`config.mk`:
```
export PLATFORM = sky130hd
export DESIGN_NAME = backward_error_max_ratio_core
export DESIGN_NICKNAME = d
export VERILOG_FILES = /design/src/bemr_pkg.sv /design/src/bemr_fp_add.sv /design/src/bemr_divider.sv /design/src/backward_error_max_ratio_core.sv
export SDC_FILE = /design/constraint.sdc
export NUM_CORES = 2
export LEC_CHECK = 0
export ABC_AREA = 1
export BUFFER_PORTS_ARGS = -buffer_cell sky130_fd_sc_hd__buf_2
export CELL_PAD_IN_SITES_DETAIL_PLACEMENT = 0
export CELL_PAD_IN_SITES_GLOBAL_PLACEMENT = 2
export CORE_ASPECT_RATIO = 0.5
export CORE_MARGIN = 2
export CORE_UTILIZATION = 34
export DETAILED_ROUTE_END_ITERATION = 10
export GPL_TIMING_DRIVEN = 1
export PLACE_DENSITY = 0.78
export SETUP_SLACK_MARGIN = 0.2
export SLEW_MARGIN = 15
export SYNTH_ARGS = -nofsm -noshare
export SYNTH_HDL_FRONTEND = slang
export SYNTH_SLANG_ARGS = --single-unit
```
`constraint.sdc`:
```
create_clock -name clock -period 8 [get_ports clock]
set_input_delay 1.6 -clock clock [delete_from_list [all_inputs] [get_ports clock]]
set_output_delay 1.6 -clock clock [all_outputs]
set_load 0.01 [all_outputs]
```
`src/bemr_pkg.sv`:
```
// Shared types and constants for the backward error max-ratio block.
// Used by bemr_fp_add, bemr_divider and backward_error_max_ratio_core.
`timescale 1ns / 1ps
`default_nettype none
package bemr_pkg;

   localparam logic [63:0] SAFE_MIN_BITS = 64'h0010_0000_0000_0000;
   localparam logic [63:0] POS_INF_BITS  = 64'h7FF0_0000_0000_0000;
   localparam logic [63:0] POS_ZERO_BITS = 64'h0000_0000_0000_0000;
   localparam logic [10:0] EXP_ALL_ONES  = 11'h7FF;

   localparam int QUO_BITS = 54;   // 53 significand bits plus guard bit

   localparam logic CSR_GUARD_COUNT = 1'b0;

   typedef enum logic [2:0] {
      S_IDLE,
      S_ALIGN,
      S_ROUND,
      S_DIV,
      S_UPD,
      S_EMIT
   } ctl_state_type;

   typedef enum logic [2:0] {
      D_IDLE,
      D_NORM,
      D_LOOP,
      D_ROUND,
      D_PACK
   } div_state_type;

   typedef struct packed {
      logic        done;
      logic [63:0] quotient;
   } div_status_type;

endpackage
`default_nettype wire

```
`src/bemr_fp_add.sv`:
```
// Two-step binary64 adder for non-negative finite operands.
// Align and add are registered; normalize and round follow combinationally.
// Depends on bemr_pkg.
`timescale 1ns / 1ps
`default_nettype none
module bemr_fp_add (
   input  wire logic        clock,
   input  wire logic        load,
   input  wire logic [63:0] a_bits,
   input  wire logic [63:0] b_bits,
   output logic [63:0]      sum_bits
);

   logic [10:0]  ea, eb, big_e, small_e, diff;
   logic [52:0]  ma, mb, big_m, small_m;
   logic [6:0]   shamt;
   logic [116:0] small_x;
   logic [55:0]  small_a;
   logic [56:0]  sum_in;

   logic [56:0]  sum_ff;
   logic [10:0]  exp_ff;

   logic [55:0]  norm_m;
   logic [11:0]  norm_e;
   logic [52:0]  sig;
   logic         rnd_g, rnd_s, rnd_up;
   logic [62:0]  packed_v;

   always_comb begin
      ea = (a_bits[62:52] == 11'd0) ? 11'd1 : a_bits[62:52];
      eb = (b_bits[62:52] == 11'd0) ? 11'd1 : b_bits[62:52];
      ma = {(a_bits[62:52] != 11'd0), a_bits[51:0]};
      mb = {(b_bits[62:52] != 11'd0), b_bits[51:0]};
      if (eb > ea) begin
         big_e = eb; big_m = mb; small_e = ea; small_m = ma;
      end else begin
         big_e = ea; big_m = ma; small_e = eb; small_m = mb;
      end
      diff    = big_e - small_e;
      shamt   = (diff > 11'd64) ? 7'd64 : diff[6:0];
      small_x = {small_m, 64'd0} >> shamt;
      small_a = {small_x[116:62], |small_x[61:0]};
      sum_in  = {1'b0, big_m, 3'b000} + {1'b0, small_a};
   end

   always_ff @(posedge clock) begin
      if (load) begin
         sum_ff <= sum_in;
         exp_ff <= big_e;
      end
   end

   always_comb begin
      if (sum_ff[56]) begin
         norm_m = {sum_ff[56:2], sum_ff[1] | sum_ff[0]};
         norm_e = {1'b0, exp_ff} + 12'd1;
      end else begin
         norm_m = sum_ff[55:0];
         norm_e = {1'b0, exp_ff};
      end
      sig      = norm_m[55:3];
      rnd_g    = norm_m[2];
      rnd_s    = |norm_m[1:0];
      rnd_up   = rnd_g & (rnd_s | sig[0]);
      packed_v = {norm_e[10:0], sig[51:0]} + {62'd0, rnd_up};
      if (norm_e >= {1'b0, bemr_pkg::EXP_ALL_ONES})
         sum_bits = bemr_pkg::POS_INF_BITS;
      else
         sum_bits = {1'b0, packed_v};
   end

endmodule
`default_nettype wire

```
`src/bemr_divider.sv`:
```
// Radix-2 restoring binary64 divider, one quotient bit per cycle.
// Takes a positive normal dividend and a positive finite nonzero divisor.
// Depends on bemr_pkg.
`timescale 1ns / 1ps
`default_nettype none
module bemr_divider (
   input  wire logic        clock,
   input  wire logic        reset,
   input  wire logic        start,
   input  wire logic [63:0] s_bits,
   input  wire logic [63:0] d_bits,
   output bemr_pkg::div_status_type status
);

   bemr_pkg::div_state_type state_ff, state_in;

   logic [52:0]        s_sig_ff, s_sig_in;
   logic [10:0]        s_exp_ff, s_exp_in;
   logic [52:0]        d_sig_ff, d_sig_in;
   logic signed [12:0] d_exp_ff, d_exp_in;
   logic [54:0]        rem_ff, rem_in;
   logic [53:0]        quo_ff, quo_in;
   logic [5:0]         cnt_ff, cnt_in;
   logic signed [12:0] eres_ff, eres_in;
   logic [55:0]        w_ff, w_in;
   logic               st_ff, st_in;
   logic               ovf_ff, ovf_in;
   logic [10:0]        e_ff, e_in;
   logic [63:0]        q_ff, q_in;
   logic               done_ff, done_in;

   logic [54:0]        rem_diff;
   logic               rem_ge;
   logic [55:0]        full;
   logic signed [12:0] sh;
   logic [5:0]         shc;
   logic [52:0]        sig;
   logic               rnd_up;
   logic [62:0]        packed_v;

   always_ff @(posedge clock) begin
      if (reset) begin
         state_ff <= bemr_pkg::D_IDLE;
         done_ff  <= 1'b0;
      end else begin
         state_ff <= state_in;
         done_ff  <= done_in;
      end
   end

   always_ff @(posedge clock) begin
      s_sig_ff <= s_sig_in;
      s_exp_ff <= s_exp_in;
      d_sig_ff <= d_sig_in;
      d_exp_ff <= d_exp_in;
      rem_ff   <= rem_in;
      quo_ff   <= quo_in;
      cnt_ff   <= cnt_in;
      eres_ff  <= eres_in;
      w_ff     <= w_in;
      st_ff    <= st_in;
      ovf_ff   <= ovf_in;
      e_ff     <= e_in;
      q_ff     <= q_in;
   end

   always_comb begin
      state_in = state_ff;
      s_sig_in = s_sig_ff;
      s_exp_in = s_exp_ff;
      d_sig_in = d_sig_ff;
      d_exp_in = d_exp_ff;
      rem_in   = rem_ff;
      quo_in   = quo_ff;
      cnt_in   = cnt_ff;
      eres_in  = eres_ff;
      w_in     = w_ff;
      st_in    = st_ff;
      ovf_in   = ovf_ff;
      e_in     = e_ff;
      q_in     = q_ff;
      done_in  = 1'b0;

      rem_diff = rem_ff - {2'b00, d_sig_ff};
      rem_ge   = (rem_ff >= {2'b00, d_sig_ff});
      full     = {quo_ff, 2'b00};
      sh       = 13'sd1 - eres_ff;
      shc      = (sh > 13'sd56) ? 6'd56 : sh[5:0];
      sig      = w_ff[55:3];
      rnd_up   = w_ff[2] & (st_ff | w_ff[1] | w_ff[0] | sig[0]);
      packed_v = {e_ff, sig[51:0]} + {62'd0, rnd_up};

      unique case (state_ff)
         bemr_pkg::D_IDLE: begin
            if (start) begin
               s_sig_in = {1'b1, s_bits[51:0]};
               s_exp_in = s_bits[62:52];
               d_sig_in = {(d_bits[62:52] != 11'd0), d_bits[51:0]};
               d_exp_in = (d_bits[62:52] == 11'd0) ? 13'sd1
                                                    : $signed({2'b00, d_bits[62:52]});
               state_in = bemr_pkg::D_NORM;
            end
         end
         bemr_pkg::D_NORM: begin
            // shift a subnormal divisor up one place per cycle
            if (d_sig_ff[52]) begin
               if (s_sig_ff >= d_sig_ff) begin
                  rem_in  = {2'b00, s_sig_ff};
                  eres_in = $signed({2'b00, s_exp_ff}) - d_exp_ff + 13'sd1023;
               end else begin
                  rem_in  = {1'b0, s_sig_ff, 1'b0};
                  eres_in = $signed({2'b00, s_exp_ff}) - d_exp_ff + 13'sd1022;
               end
               quo_in   = '0;
               cnt_in   = 6'(bemr_pkg::QUO_BITS);
               state_in = bemr_pkg::D_LOOP;
            end else begin
               d_sig_in = {d_sig_ff[51:0], 1'b0};
               d_exp_in = d_exp_ff - 13'sd1;
            end
         end
         bemr_pkg::D_LOOP: begin
            rem_in = rem_ge ? {rem_diff[53:0], 1'b0} : {rem_ff[53:0], 1'b0};
            quo_in = {quo_ff[52:0], rem_ge};
            cnt_in = cnt_ff - 6'd1;
            if (cnt_ff == 6'd1)
               state_in = bemr_pkg::D_ROUND;
         end
         bemr_pkg::D_ROUND: begin
            ovf_in = (eres_ff > 13'sd2046);
            if (eres_ff > 13'sd0) begin
               w_in  = full;
               st_in = (rem_ff != 55'd0);
               e_in  = eres_ff[10:0];
            end else begin
               // subnormal result: denormalize with sticky before rounding
               w_in  = full >> shc;
               st_in = (rem_ff != 55'd0) | (|(full & ~({56{1'b1}} << shc)));
               e_in  = 11'd0;
            end
            state_in = bemr_pkg::D_PACK;
         end
         bemr_pkg::D_PACK: begin
            q_in     = ovf_ff ? bemr_pkg::POS_INF_BITS : {1'b0, packed_v};
            done_in  = 1'b1;
            state_in = bemr_pkg::D_IDLE;
         end
         default: state_in = bemr_pkg::D_IDLE;
      endcase
   end

   assign status.done     = done_ff;
   assign status.quotient = q_ff;

endmodule
`default_nettype wire

```
`src/backward_error_max_ratio_core.sv`:
```
// Per element: accept, align and add, then for a divided element divisor normalization,
// the quotient-bit loop of the radix-2 divider, round and pack. A skipped element
// bypasses the divider. A column end also loads the output register.
// Synchronous reset clears the sequencer and output valid, sets the maximum to +0.0
// and the guard count to 0 (guard 2^-1022).
`timescale 1ns / 1ps
`default_nettype none
module backward_error_max_ratio_core (
   input  wire logic         clock,
   input  wire logic         reset,
   input  wire logic         req_tvalid,
   output logic              req_tready,
   input  wire logic [127:0] req_tdata,   // residual_bits[63:0], denominator_bits[127:64]
   input  wire logic         req_tlast,   // column_last
   output logic              rsp_tvalid,
   input  wire logic         rsp_tready,
   output logic [63:0]       rsp_tdata,   // column_error_bits[63:0]
   input  wire logic         csr_psel,
   input  wire logic         csr_penable,
   input  wire logic         csr_pwrite,
   input  wire logic [2:0]   csr_paddr,
   input  wire logic [31:0]  csr_pwdata,
   output logic [31:0]       csr_prdata,
   output logic              csr_pready
);

   bemr_pkg::ctl_state_type state_ff, state_in;

   logic [63:0] r_ff, r_in;
   logic [63:0] d_ff, d_in;
   logic        last_ff, last_in;
   logic [63:0] max_ff, max_in;
   logic [63:0] cand_ff, cand_in;
   logic        cand_valid_ff, cand_valid_in;
   logic        rsp_valid_ff, rsp_valid_in;
   logic [63:0] rsp_data_ff, rsp_data_in;
   logic [15:0] count_ff, count_in;
   logic [63:0] guard_ff, guard_in;

   logic        csr_write;
   logic        add_load;
   logic        div_start;
   logic [63:0] add_sum;
   bemr_pkg::div_status_type div_status;

   logic        d_zero, d_neg, d_nan, d_inf, r_nan, r_inf, sum_inf;

   function automatic logic [63:0] guard_encode(input logic [15:0] nz);
      logic [16:0] m;
      logic [4:0]  p;
      logic [68:0] sh;
      m = {1'b0, nz} + 17'd1;
      p = 5'd0;
      for (int i = 0; i < 17; i++) begin
         if (m[i])
            p = 5'(i);
      end
      sh = {52'd0, m} << (7'd52 - {2'b00, p});
      return {1'b0, {6'd0, p} + 11'd1, sh[51:0]};
   endfunction

   bemr_fp_add u_add (
      .clock    (clock),
      .load     (add_load),
      .a_bits   ({1'b0, r_ff[62:0]}),
      .b_bits   (guard_ff),
      .sum_bits (add_sum)
   );

   // the adder result is stable while the divider takes its operands
   bemr_divider u_div (
      .clock  (clock),
      .reset  (reset),
      .start  (div_start),
      .s_bits (add_sum),
      .d_bits (d_ff),
      .status (div_status)
   );

   assign csr_pready = 1'b1;
   assign csr_write  = csr_psel & csr_penable & csr_pwrite;
   assign csr_prdata = (csr_paddr[2] == bemr_pkg::CSR_GUARD_COUNT) ? {16'd0, count_ff} : 32'd0;

   always_comb begin
      count_in = count_ff;
      guard_in = guard_ff;
      if (csr_write && (csr_paddr[2] == bemr_pkg::CSR_GUARD_COUNT)) begin
         count_in = csr_pwdata[15:0];
         guard_in = guard_encode(csr_pwdata[15:0]);
      end
   end

   always_ff @(posedge clock) begin
      if (reset) begin
         state_ff     <= bemr_pkg::S_IDLE;
         max_ff       <= bemr_pkg::POS_ZERO_BITS;
         rsp_valid_ff <= 1'b0;
         count_ff     <= 16'd0;
         guard_ff     <= bemr_pkg::SAFE_MIN_BITS;
      end else begin
         state_ff     <= state_in;
         max_ff       <= max_in;
         rsp_valid_ff <= rsp_valid_in;
         count_ff     <= count_in;
         guard_ff     <= guard_in;
      end
   end

   always_ff @(posedge clock) begin
      r_ff          <= r_in;
      d_ff          <= d_in;
      last_ff       <= last_in;
      cand_ff       <= cand_in;
      cand_valid_ff <= cand_valid_in;
      rsp_data_ff   <= rsp_data_in;
   end

   always_comb begin
      d_zero  = (d_ff[62:0] == 63'd0);
      d_neg   = d_ff[63];
      d_nan   = (d_ff[62:52] == bemr_pkg::EXP_ALL_ONES) && (d_ff[51:0] != 52'd0);
      d_inf   = (d_ff[62:52] == bemr_pkg::EXP_ALL_ONES) && (d_ff[51:0] == 52'd0);
      r_nan   = (r_ff[62:52] == bemr_pkg::EXP_ALL_ONES) && (r_ff[51:0] != 52'd0);
      r_inf   = (r_ff[62:52] == bemr_pkg::EXP_ALL_ONES) && (r_ff[51:0] == 52'd0);
      sum_inf = (add_sum[62:52] == bemr_pkg::EXP_ALL_ONES);
   end

   always_comb begin
      state_in      = state_ff;
      r_in          = r_ff;
      d_in          = d_ff;
      last_in       = last_ff;
      max_in        = max_ff;
      cand_in       = cand_ff;
      cand_valid_in = cand_valid_ff;
      rsp_data_in   = rsp_data_ff;
      rsp_valid_in  = rsp_valid_ff & ~rsp_tready;
      req_tready    = 1'b0;
      add_load      = 1'b0;
      div_start     = 1'b0;

      unique case (state_ff)
         bemr_pkg::S_IDLE: begin
            req_tready = 1'b1;
            if (req_tvalid) begin
               r_in     = req_tdata[63:0];
               d_in     = req_tdata[127:64];
               last_in  = req_tlast;
               state_in = bemr_pkg::S_ALIGN;
            end
         end
         bemr_pkg::S_ALIGN: begin
            add_load = 1'b1;
            state_in = bemr_pkg::S_ROUND;
         end
         bemr_pkg::S_ROUND: begin
            // zero denominators and negative, NaN or zero quotients never raise the maximum: drop them
            cand_valid_in = 1'b0;
            cand_in       = bemr_pkg::POS_INF_BITS;
            state_in      = bemr_pkg::S_UPD;
            if (d_zero || d_neg || d_nan || r_nan) begin
               cand_valid_in = 1'b0;
            end else if (r_inf || sum_inf) begin
               cand_valid_in = !d_inf;
            end else if (!d_inf) begin
               div_start = 1'b1;
               state_in  = bemr_pkg::S_DIV;
            end
         end
         bemr_pkg::S_DIV: begin
            if (div_status.done) begin
               cand_in       = div_status.quotient;
               cand_valid_in = 1'b1;
               state_in      = bemr_pkg::S_UPD;
            end
         end
         bemr_pkg::S_UPD: begin
            // both operands are non-negative, so the bit patterns order like the values
            if (cand_valid_ff && (cand_ff > max_ff))
               max_in = cand_ff;
            state_in = last_ff ? bemr_pkg::S_EMIT : bemr_pkg::S_IDLE;
         end
         bemr_pkg::S_EMIT: begin
            // hold until the output register is free
            if (!rsp_valid_ff || rsp_tready) begin
               rsp_data_in  = max_ff;
               rsp_valid_in = 1'b1;
               max_in       = bemr_pkg::POS_ZERO_BITS;
               state_in     = bemr_pkg::S_IDLE;
            end
         end
         default: state_in = bemr_pkg::S_IDLE;
      endcase
   end

   assign rsp_tvalid = rsp_valid_ff;
   assign rsp_tdata  = rsp_data_ff;

`ifndef ASSERT_OFF
   a_max_nonneg: assert property (@(posedge clock) disable iff (reset)
      !max_ff[63])
      else $error("running maximum went negative");

   a_busy_after_accept: assert property (@(posedge clock) disable iff (reset)
      (req_tvalid && req_tready) |=> !req_tready)
      else $error("accepted a transfer while an element is in work");

   a_done_in_div: assert property (@(posedge clock) disable iff (reset)
      div_status.done |-> (state_ff == bemr_pkg::S_DIV))
      else $error("divider finished outside the divide step");

   a_emit_loads: assert property (@(posedge clock) disable iff (reset)
      ((state_ff == bemr_pkg::S_EMIT) && !rsp_valid_ff) |=> rsp_tvalid)
      else $error("column result not loaded into the output register");
`endif

endmodule
`default_nettype wire

```
# Yosys cells after proc, flatten, opt, wreduce, memory -nomap -nowiden
# Cells that the tools add are included.
[op_classes] addsub=15 shift=4 eq_ne=21 muxes=77 order_cmp=9 bitwise_logic=15 n_reduce_logical=45
[op_table] cell="64-bit case mux with 2 select lines" n=2
[op_table] cell="55-bit two-way mux" n=4
[op_table] cell="53-bit two-way mux" n=4
[op_table] cell="64-bit two-way mux" n=3
[op_table] cell="63-bit by 1-bit adder with 63-bit output" n=2
[op_table] cell="117-bit by 7-bit right shift with 117-bit output" n=1
[op_table] cell="55-bit case mux with 2 select lines" n=1
[op_table] cell="54-bit two-way mux" n=2
[op_table] cell="54-bit case mux with 2 select lines" n=1
[op_table] cell="53-bit case mux with 2 select lines" n=1
[op_table] cell="52-bit logical NOT" n=2
[op_table] cell="52-bit nonzero test" n=2
[op_table] cell="5-bit two-way mux" n=16
[op_table] cell="64-bit greater-than comparator" n=1
[op_table] cell="63-bit logical NOT" n=1
[op_table] cell="63-bit two-way mux" n=1
[op_table] cell="62-bit OR reduction" n=1
[op_table] cell="56-bit by 56-bit adder with 57-bit output" n=1
[op_table] cell="56-bit bitwise AND" n=1
[op_table] cell="56-bit NOT" n=1
[op_table] cell="56-bit OR reduction" n=1
[op_table] cell="56-bit by 6-bit left shift with 56-bit output (first input constant)" n=1
[op_table] cell="56-bit by 6-bit right shift with 55-bit output" n=1
[op_table] cell="55-bit by 53-bit greater-or-equal comparator with 1-bit output" n=1
[op_table] cell="53 further kinds" n=134
[word_totals] ff_bits=865 output_inout_bits=99 in_bits=171 elab_cells=217

# Depth between registers and ports, before layout
[logic_depth] ltp_word=20 mapped_depth=60

# Hierarchy
# Synthesis repeated with hierarchy kept, for this count alone.
[unflattened] cells_unflattened=8082 area_unflattened_um2=60035.1
[modules_own_cells] module="bemr_divider" cells_each=3583 area_each_um2=27507.6 n_inst=1
[modules_own_cells] module="backward_error_max_ratio_core" cells_each=1666 area_each_um2=17002.6 n_inst=1
[modules_own_cells] module="bemr_fp_add" cells_each=2833 area_each_um2=15524.9 n_inst=1

# Worst setup path after synthesis
# No wires, ideal clock.
[synth_path] path_kind="flip-flop to flip-flop" from="register u_add.sum_ff[56]" to="register u_div.d_exp_ff[0], enable pin" setup_ps=425 path_stages_with_launch=35 t_arrival_ps=7630 path_buffers=6 setup_slack_ps=-55 cell_sequence="edfxtp_1 buf_6 buf_6 buf_6 buf_6 buf_2 buf_4 o21ai_0 a2111oi_0 a211oi_1 ha_1 ha_1 nand2_1 nor2_2 nand2_2 nor2_4 nand4_4 nor2_4 nand2_2 nor2_8 nand4_4 nor2_4 nand2_2 nor2_1 a21oi_1 nor2_1 nand2_1 and3_1 nand3b_1 nand3_2 inv_2 nand2_2 nor2_2 inv_1 nand2_1"
[synth_between] elab_chain_cells=13 elab_cells_between_ends=15 cone_classes="1 x add/sub; 1 x order compare; 2 x eq/ne; 6 x mux; 2 x bitwise; 3 x reduce/logical"
[synth_lines] item="start, declared" line="bemr_fp_add.sv:21" source="logic [56:0] sum_ff;"
[synth_lines] item="start signal, assigned" line="bemr_fp_add.sv:49" source="sum_ff <= sum_in;"
[synth_lines] item="55-bit two-way mux" line="bemr_fp_add.sv:55" source="if (sum_ff[56]) begin"
[synth_lines] item="2-bit OR reduction" line="bemr_fp_add.sv:64" source="rnd_s = |norm_m[1:0];"
[synth_lines] item="1-bit OR" line="bemr_fp_add.sv:65" source="rnd_up = rnd_g & (rnd_s | sig[0]);"
[synth_lines] item="1-bit bitwise AND" line="bemr_fp_add.sv:65"
[synth_lines] item="63-bit by 1-bit adder with 63-bit output" line="bemr_fp_add.sv:66" source="packed_v = {norm_e[10:0], sig[51:0]} + {62'd0, rnd_up};"
[synth_lines] item="63-bit two-way mux (*)" line="bemr_fp_add.sv:67" source="if (norm_e >= {1'b0, bemr_pkg::EXP_ALL_ONES})"
[synth_lines] item="via add_sum[56]" line="backward_error_max_ratio_core.sv:43" source="logic [63:0] add_sum;"
[synth_lines] item="11-bit == test (*)" line="backward_error_max_ratio_core.sv:125" source="sum_inf = (add_sum[62:52] == bemr_pkg::EXP_ALL_ONES);"
[synth_lines] item="1-bit logical OR (*)" line="backward_error_max_ratio_core.sv:163" source="end else if (r_inf || sum_inf) begin"
[synth_lines] item="1-bit two-way mux (*)" line="backward_error_max_ratio_core.sv:163"
[synth_lines] item="1-bit two-way mux (*)" line="backward_error_max_ratio_core.sv:161" source="if (d_zero || d_neg || d_nan || r_nan) begin"
[synth_lines] item="1-bit two-way mux (*)" line="backward_error_max_ratio_core.sv:142" source="unique case (state_ff)"
[synth_lines] item="2-bit inequality test (no source line) (*)"
[synth_lines] item="3-bit AND reduction (no source line) (*)"
[synth_lines] item="end signal, assigned" line="bemr_divider.sv:55" source="d_exp_ff <= d_exp_in;"
[synth_lines] item="end, declared" line="bemr_divider.sv:20" source="logic signed [12:0] d_exp_ff, d_exp_in;"
# The timed path passes the listed nets; every way through them passes the cells marked *.
# A chain may end at the register's enable or synchronous reset.

# Worst setup path in the final report
[layout_path] from="register r_ff[60]" to="register u_add.sum_ff[54] (data pin)"
[layout_between] elab_chain_cells=10 elab_cells_between_ends=14 cone_classes="2 x add/sub; 2 x order compare; 1 x shift; 6 x mux; 3 x reduce/logical"
[layout_lines] item="start, declared" line="backward_error_max_ratio_core.sv:29" source="logic [63:0] r_ff, r_in;"
[layout_lines] item="start signal, assigned" line="backward_error_max_ratio_core.sv:110" source="r_ff <= r_in;"
[layout_lines] item="11-bit logical NOT" line="bemr_fp_add.sv:31" source="ea = (a_bits[62:52] == 11'd0) ? 11'd1 : a_bits[62:52];"
[layout_lines] item="11-bit two-way mux" line="bemr_fp_add.sv:31"
[layout_lines] item="11-bit greater-than comparator" line="bemr_fp_add.sv:35" source="if (eb > ea) begin"
[layout_lines] item="11-bit two-way mux" line="bemr_fp_add.sv:35"
[layout_lines] item="11-bit subtractor" line="bemr_fp_add.sv:40" source="diff = big_e - small_e;"
[layout_lines] item="11-bit by 7-bit greater-than comparator with 1-bit output" line="bemr_fp_add.sv:41" source="shamt = (diff > 11'd64) ? 7'd64 : diff[6:0];"
[layout_lines] item="7-bit two-way mux" line="bemr_fp_add.sv:41"
[layout_lines] item="117-bit by 7-bit right shift with 117-bit output" line="bemr_fp_add.sv:42" source="small_x = {small_m, 64'd0} >> shamt;"
[layout_lines] item="62-bit OR reduction" line="bemr_fp_add.sv:43" source="small_a = {small_x[116:62], |small_x[61:0]};"
[layout_lines] item="56-bit by 56-bit adder with 57-bit output (*)" line="bemr_fp_add.sv:44" source="sum_in = {1'b0, big_m, 3'b000} + {1'b0, small_a};"
[layout_lines] item="via u_add.sum_in[54]" line="bemr_fp_add.sv:19" source="logic [56:0] sum_in;"
# Marks and branches as above.

==> flow_summary.ini <==
[synth]
yosysWarnings = 0
async_flop_share_pct = 0
synth_cell_types = 75
ys_seq_area_share_pct = 42.76
ys.flop_type = edfxtp_1
synth-edff-count = 711
synthCells = 7355
netlist_area_um2 = 56720
ys_ff_latch = 856
syn_area_per_cell_um2 = 7.712

[finish]
area_growth_syn_to_layout_pct = 14.94
final_cell_mix = 1,554 x nand2_1, 928 x inv_1, 711 x edfxtp_1
final_common_cell = nand2_1
final_cell_area_um2 = 65190
drive_above_1_share_pct = 11.62
nets = 8054

[worst_setup_path]
crit_top_cell = nand2_1
arrival_ns = 7.87
critPathKind = register to register
worstSetupEndpointType = register
slowest_stage = edfxtp_1
cpPeakStageDelay_ns = 0.40
cp_num_buf_inv = 7
worstPathRequired_ns = 8.41
crit_family = simple AND/OR/NAND/NOR gates
crit_fanout = 17
start_kind = register

[run]
cap_violations = 0

[timing]
finalCritPeriodShare_pct = 93.37
skew_ns = 0.06124
setup_violations = 0
fmax_mhz = 133.9
timing.final.crit_period_ns = 7.469
grt_setup_unrepaired = false
worst_pin_slew_ns = 1.172
final.setup.tns_ns = 0
final-hold-violation-count = 0
drv_slew = 0
slew_headroom_pct = 21.13

[floorplanning]
die_y_um = 292.8
die_w_um = 581.6
std_cell_rows = 105
ios = 270
fp.dieArea_um2 = 170300
core_um2 = 164900
initial_core_util_pct = 34.40

[detailed_routing]
wl_per_cell_um = 19.59
via_per_inst = 5.106
drc = 0
ant_nets = 0
drt_iter0_drc = 3931
drt_wl_total_mm = 193.6
first_pass_iters = 6
dr_total_vias = 50480

[clock_tree]
clk_pin_slew_ns = 0.07
cts_root_buf = clkbuf_16
cts_buffers = 88
cts.sinks = 856
tritoncts = done
insertion_delay_ns = 0.71
htreeDepth = 3
cts_buffer_depth = 3

[min_path]
hp-class = register to register

[placement]
numPortBuffers = 232
dpl.hpwl_mm = 149.4
place_area_um2 = 61220
globalplace.congestion = 0.9299

[global_routing]
grt_overflow = 0
track_usage_pct = 22.02
grt_pass1_vias = 48130
grt_max_degree = 148
grt_pass1_wl_mm = 291.2
antenna_found_initial = 0

[run_status]
status = completed

[power_and_ir_drop]
leakage_nw = 26.85
peakVddDrop_uv = 199.7
power_density_nw_per_um2 = 287.7
power breakdown:
part | switching (W) | internal (W)
registers | 0.000573 | 0.00609
clock network | 0.00193 | 0.00242
logic | 0.00538 | 0.00236
total | 0.00788 | 0.0109
what timing repair did:
item | 4_1_cts | 5_1_grt
hold buffers | 0 | 0
pin swaps | 4 | 39
hold endpoints to repair | 0 | 0
setup buffers | 4 | 11
cloned | 0 | 7
endpoints found under the setup margin | 10 | 29
gates resized for setup | 11 | 151
stage by stage:
stage / total power (W) / util (%) / instances / hold WS (ns) / setup slack (ns)
2_1_floorplan: 0.01178 / - / 7371 / 0.4303 / 0.4723
3_3_place_gp: 0.01434 / 37.13 / 9698 / 0.4430 / 0.04702
3_5_place_dp: 0.01432 / 37.13 / 9698 / 0.4402 / 0.01435
4_1_cts: 0.01877 / 39.02 / 9867 / 0.4554 / 0.2207
5_1_grt: 0.02007 / 39.54 / 9885 / 0.4594 / 0.09026
6_report: 0.01875 / 39.54 / 9886 / 0.4565 / 0.5307
cells in the mapped netlist, types with 31 or more instances:
| library cell | n | area share, % |
|---|---|---|
| edfxtp_1 | 711 | 38 |
| xor2_1 | 96 | 1.5 |
| nand4_1 | 118 | 1.3 |
| nor3_1 | 149 | 1.3 |
| buf_2 | 31 | 0.27 |
| nor4_1 | 91 | 1.0 |
| o22ai_1 | 69 | 0.76 |
| ha_1 | 263 | 5.8 |
| inv_1 | 936 | 6.2 |
| xnor2_1 | 62 | 0.96 |
| nor2_1 | 704 | 4.7 |
| mux2i_1 | 44 | 0.78 |
| clkbuf_1 | 227 | 1.5 |
| a31oi_1 | 51 | 0.56 |
| dfxtp_1 | 145 | 5.1 |
| o21ai_0 | 697 | 6.2 |
| o21a_1 | 31 | 0.41 |
| or2_2 | 39 | 0.43 |
| a21oi_1 | 437 | 3.9 |
| o221ai_1 | 36 | 0.56 |
| nand3_1 | 512 | 4.5 |
| nand2_1 | 1585 | 10 |
logic make-up after synthesis:
kind of cell	after synthesis	synth area share [%]
buffers and inverters	1278	8.817
other	2	0.01324
muxes	44	0.7765
AOI/OAI and AO/OA	1467	14.24
DFF	856	42.76
xor gates and xnor gates	158	2.440
and+or+nand+nor	3284	25.04
adders and majority gates	266	5.908
worst register-to-register path: cells and delay by family (launching register included):
family                   cells  cell delay, ns
buffers and inverters        7            0.96
XOR/XNOR                     2            0.40
AND/OR/NAND/NOR             27            2.62
flip-flops                   1            0.40
adder cells (fa/ha/maj)      2            0.53
AO/OA/AOI/OAI               14            2.26
worst paths after layout:
path,startpoint,end,slack (ns),cells past startpoint
hold / removal,count_ff[0],count_ff[0],0.46,2
setup / recovery,r_ff[60],u_add.sum_ff[54],0.53,52
setup reg to reg,r_ff[60],u_add.sum_ff[54],0.53,52
hold reg to reg,count_ff[0],count_ff[0],0.46,2
state kept, by name, indices dropped and copies added, names as in the netlist, 52 cells and up:
register / cells
d_ff: 64
cand_ff: 63
max_ff: 63
r_ff: 63
rsp_tdata: 63
u_div.q_ff: 63
guard_ff: 58
u_add.sum_ff: 57
u_div.rem_ff: 55
u_div.w_ff: 55
u_div.quo_ff: 54
u_div.d_sig_ff: 53
u_div.s_sig_ff: 52
cell type report:
class,count,area (um^2)
Antenna cell,1,2.502
Multi-Input combinational cell,5237,28260
Clock buffer,114,2434
Inverter,960,3608
Fill cell,17220,99680
Tap cell,2193,2744
Sequential cell,856,24250
Clock inverter,51,628.1
Timing Repair Buffer,474,3266
per-layer routing:
metal | wire length, um | vias up | track usage (%)
met3 | 7597 | 204 | 2.182
met4 | 4718 | 0 | 5.090
li1 | - | 25490 | -
met1 | 90310 | 23700 | 30.34
met2 | 91020 | 1087 | 37.17
met5 | 0 | - | 0
No activity file was read; power rests on OpenSTA's default activity.
